## config.mk

```make
export PLATFORM = sky130hd
export DESIGN_NAME = plid_ctrl
export DESIGN_NICKNAME = d
export VERILOG_FILES = /design/src/hw/rtl/plid_pkg.sv /design/src/hw/rtl/plid_ctrl.sv
export SDC_FILE = /design/constraint.sdc
export NUM_CORES = 1
export LEC_CHECK = 0
export ABC_AREA = 0
export BUFFER_PORTS_ARGS = -buffer_cell sky130_fd_sc_hd__buf_2
export CORE_AREA = 4 4 41 43
export CTS_CLUSTER_DIAMETER = 50
export DETAILED_ROUTE_END_ITERATION = 6
export DIE_AREA = 0 0 45 47
export PLACE_DENSITY = 0.64
export SYNTH_ARGS = -nofsm -noshare
export SYNTH_HDL_FRONTEND = slang
export SYNTH_SLANG_ARGS = --single-unit
```

## constraint.sdc

```tcl
create_clock -name aclk -period 2.8 [get_ports aclk]
set_input_delay 0.28 -clock aclk [delete_from_list [all_inputs] [get_ports aclk]]
set_output_delay 0.28 -clock aclk [all_outputs]
set_load 0.05 [all_outputs]
```

## src/hw/rtl/plid_pkg.sv

```systemverilog
// Shared types, constants and controller/datapath interface for the positional list unit.
package plid_pkg;

    localparam int DEPTH_DEF = 256;
    localparam int INDEX_W   = 9;
    localparam int VALUE_W   = 32;
    localparam int COUNT_W   = 9;

    typedef enum logic [1:0] {
        KIND_INSERT = 2'd0,
        KIND_REMOVE = 2'd1,
        KIND_READ   = 2'd2
    } kind_t;

    typedef enum logic [1:0] {
        ST_DONE  = 2'd0,
        ST_FULL  = 2'd1,
        ST_RANGE = 2'd2
    } status_t;

    typedef struct packed {
        kind_t                      kind;
        logic [INDEX_W-1:0]         index;
        logic signed [VALUE_W-1:0]  value;
    } in_item_t;

    typedef struct packed {
        status_t                    status;
        logic signed [VALUE_W-1:0]  read_value;
        logic [COUNT_W-1:0]         count;
    } out_item_t;

    typedef struct packed {
        logic    load;
        logic    setup;
        logic    shift_step;
        logic    commit_ins;
        logic    commit_rem;
        logic    read_issue;
        logic    capture;
        logic    out_load;
        status_t status;
    } plid_cmd_t;

    typedef struct packed {
        kind_t kind;
        logic  full;
        logic  bad_pos;
        logic  shift_done;
    } plid_stat_t;

endpackage

```

## src/hw/rtl/plid_ctrl.sv

```systemverilog
// Controller: sequences accept, shift, commit, read and result transfer.
module plid_ctrl
    import plid_pkg::*;
(
    input  logic       aclk,
    input  logic       aresetn,
    input  logic       s_valid,
    output logic       s_ready,
    output logic       m_valid,
    input  logic       m_ready,
    input  plid_stat_t stat,
    output plid_cmd_t  cmd
);

    typedef enum logic [2:0] {
        S_IDLE,
        S_DECIDE,
        S_SHIFT,
        S_COMMIT,
        S_READ,
        S_CAPTURE,
        S_RESULT
    } state_t;

    state_t  state_reg;
    logic    m_valid_reg;
    status_t status_reg;

    assign s_ready = (state_reg == S_IDLE);
    assign m_valid = m_valid_reg;

    always_comb begin
        cmd.load       = s_valid && s_ready;
        cmd.setup      = (state_reg == S_DECIDE);
        cmd.shift_step = (state_reg == S_SHIFT);
        cmd.commit_ins = (state_reg == S_COMMIT) && (stat.kind == KIND_INSERT);
        cmd.commit_rem = (state_reg == S_COMMIT) && (stat.kind == KIND_REMOVE);
        cmd.read_issue = (state_reg == S_READ);
        cmd.capture    = (state_reg == S_CAPTURE);
        cmd.out_load   = (state_reg == S_RESULT) && (!m_valid_reg || m_ready);
        cmd.status     = status_reg;
    end

    always_ff @(posedge aclk) begin
        if (!aresetn) begin
            state_reg   <= S_IDLE;
            m_valid_reg <= 1'b0;
            status_reg  <= ST_DONE;
        end else begin
            if (cmd.out_load) begin
                m_valid_reg <= 1'b1;
            end else if (m_ready) begin
                m_valid_reg <= 1'b0;
            end
            unique case (state_reg)
                S_IDLE: begin
                    if (cmd.load) begin
                        state_reg <= S_DECIDE;
                    end
                end
                S_DECIDE: begin
                    unique case (stat.kind)
                        KIND_INSERT: begin
                            status_reg <= stat.full ? ST_FULL : ST_DONE;
                            state_reg  <= stat.full ? S_RESULT : S_SHIFT;
                        end
                        KIND_REMOVE: begin
                            status_reg <= stat.bad_pos ? ST_RANGE : ST_DONE;
                            state_reg  <= stat.bad_pos ? S_RESULT : S_SHIFT;
                        end
                        KIND_READ: begin
                            status_reg <= stat.bad_pos ? ST_RANGE : ST_DONE;
                            state_reg  <= stat.bad_pos ? S_RESULT : S_READ;
                        end
                        default: begin
                            status_reg <= ST_DONE;
                            state_reg  <= S_RESULT;
                        end
                    endcase
                end
                S_SHIFT: begin
                    if (stat.shift_done) begin
                        state_reg <= S_COMMIT;
                    end
                end
                S_COMMIT: begin
                    state_reg <= S_RESULT;
                end
                S_READ: begin
                    state_reg <= S_CAPTURE;
                end
                S_CAPTURE: begin
                    state_reg <= S_RESULT;
                end
                S_RESULT: begin
                    if (cmd.out_load) begin
                        state_reg <= S_IDLE;
                    end
                end
                default: begin
                    state_reg <= S_IDLE;
                end
            endcase
        end
    end

endmodule
```

==> impl_metrics.ini <==
[outcome]
status = complete, no violations

[route]
drtIter0Drc = 5
met3_length_um = 83
route.met2.wl_um = 419
vias = 427
routed_wirelength_mm = 1.03
vias_per_cell = 4.97
drcViolationCount = 0
ant_nets = 0
drt-met1-wl_um = 473
highest_layer = met4
wl_per_cell_um = 11.9
first_pass_iters = 2

[cells_and_area]
final_common_cell = buf_2
final_cell_mix = 20 x buf_2, 6 x dfxtp_1
fillers = 147
nNetsFinal = 86
syn_to_final_growth_pct = 24.1
antenna_cells = 0
drive_gt1_share_pct = 38.0
largest_reg_flops = 3
design_area_sq_um = 574

[timing]
worst_pin_slew_ns = 0.447
hold_violations = 0
min_period_ns = 1.81
setup_viol = 0
tns_ns = 0
slew_violations = 0
rsz0062_at_grt = no
slew-limit-headroom_pct = 70.2
clock_skew_ns = 0.000220
setup_slack_ns = 0.991
period_share_pct = 64.6
clock.fmax_mhz = 553

[floorplan]
die_y_um = 47
die_w_um = 45
initial_utilization_pct = 35.6
io_pins = 21
core_sq_mm = 0.00130
fp-row-count = 13
dieArea_sq_mm = 0.00212

[clocking]
cts_root_buf = clkbuf_4
hold_buffers = 0
insertion_delay_ns = 0.24
cts_buffers = 3
cts_tree = yes
cts_setup_buffers = 0
htreeDepth = 1
path_clk_slew_ns = 0.05
post_cts_resized = 0
clock_sinks = 6
cts_buffer_depth = 2

[grt]
grt_pass1_vias = 389
grt_start_max_net_pins = 13
track_usage_pct = 11.7
gr-total-overflow = 0
grt_first_pass_wirelength_mm = 1.66
antenna_found_initial = 0

[worst_setup_path]
start_kind = register
r2r_end = state_reg[2]$_SDFFE_PN0P_
regToRegSetupSlack_ns = 1.47
worst_ep_arrival_time_ns = 1.53
r2r_cells = 3
crit_fanout = 10
timing.rr.start = state_reg[2]$_SDFFE_PN0P_
end_kind = output port
critPathKind = register to output port
crit_required_ns = 2.52

[place]
placed_cell_area_sq_um = 552
hpwl_um = 811
gp_congestion = 0.753
pre_cts_ws_ns = 1.27
io_buffers = 20

[power]
p_leak_uw = 0.000281
powerDensity_mw_per_mm2 = 560
vdd_ir_drop_max_v = 0.000228

[hold_path]
min-delay-start = aresetn
whs_path_depth = 2
worstHoldEndpoint = state_reg[2]$_SDFFE_PN0P_
hold_path_class = input pin to register

[synthesis]
async_flop_share_pct = 0
yosysWarnings = 0
syn_area_per_cell_sq_um = 9.08
synth_fp_nets = 64
seq_area_frac_synth_pct = 25.9
synth_edf_count = 0
synth_seq_cells = 6
syn_inst = 51
ys.flop_type = dfxtp_1
syn_area_sq_um = 463
synth.distinct_cells = 24

[flow_run]
maxCapViolCount = 0
## critical path, stage by stage, from the launching register on
cell and delay, ns:
dfxtp_1 0.54, nor2b_1 0.30, and3_1 0.19, buf_2 0.26
## area by class of cell
class                      instances  area [sq um]  share of cell area, %
clock buffer                       3          22.5                   3.92
inverter                           3          11.3                   1.96
multi-input combinational         39           302                   52.5
sequential                         6           120                   20.9
tap                               15          18.8                   3.27
timing repair buffer              20           100                   17.4
## per-layer routing
metal	track usage, %	up-vias
met5	0	-
met4	15.8	0
met3	1.15	4
met2	15.3	17
met1	14.6	184
li1	-	222
## stage by stage
step                      total power, uW  util [%]  hold WS [ns]  cells
after floorplan                       221         -         0.408     51
after global placement                241      42.4         0.461     83
after detailed placement              242      42.4         0.468     83
after CTS                             327      44.1         0.273     86
after global routing                  342      44.1         0.290     86
final                                 321      44.1         0.280     86
## cell families after synthesis
logic type	Yosys count	share of synthesized area, %
flip-flops	6	25.9
AND/OR/NAND/NOR	22	32.2
adder cells (fa/ha/maj)	4	10.8
AO/OA/AOI/OAI	13	22.2
buffers and inverters	6	8.92
## worst max path at each step
stage	from	end	cells after the start
global placement	state_reg[1]$_SDFFE_PN0P_	cmd[6]	3
global route	state_reg[1]$_SDFFE_PN0P_	cmd[5]	3
CTS	state_reg[1]$_SDFFE_PN0P_	cmd[5]	3
floorplan	state_reg[2]$_SDFFE_PN0P_	cmd[9]	3
finish	state_reg[1]$_SDFFE_PN0P_	cmd[5]	3
detailed placement	state_reg[1]$_SDFFE_PN0P_	cmd[5]	3
## where the power goes
part	switching [uW]	internal, uW	leakage [uW]
Sequential	19.3	93.1	0.0000489
Clock	32.7	48.6	0.0000138
Combinational	86.0	41.7	0.000218
Total	138	183	0.000281
## cell usage after synthesis, drive strengths merged (2+ instances only)
library cell	n	area, sq um
a211oi	2	15.0
a21oi	4	20.0
and2	2	12.5
and3	2	12.5
buf	3	30.0
dfxtp	6	120
ha	4	50.1
inv	3	11.3
nand2	2	7.51
nand2b	4	25.0
nor2b	4	25.0
nor3	2	10.0
o21ai	3	15.0
No activity file was read; power rests on OpenSTA's default activity.
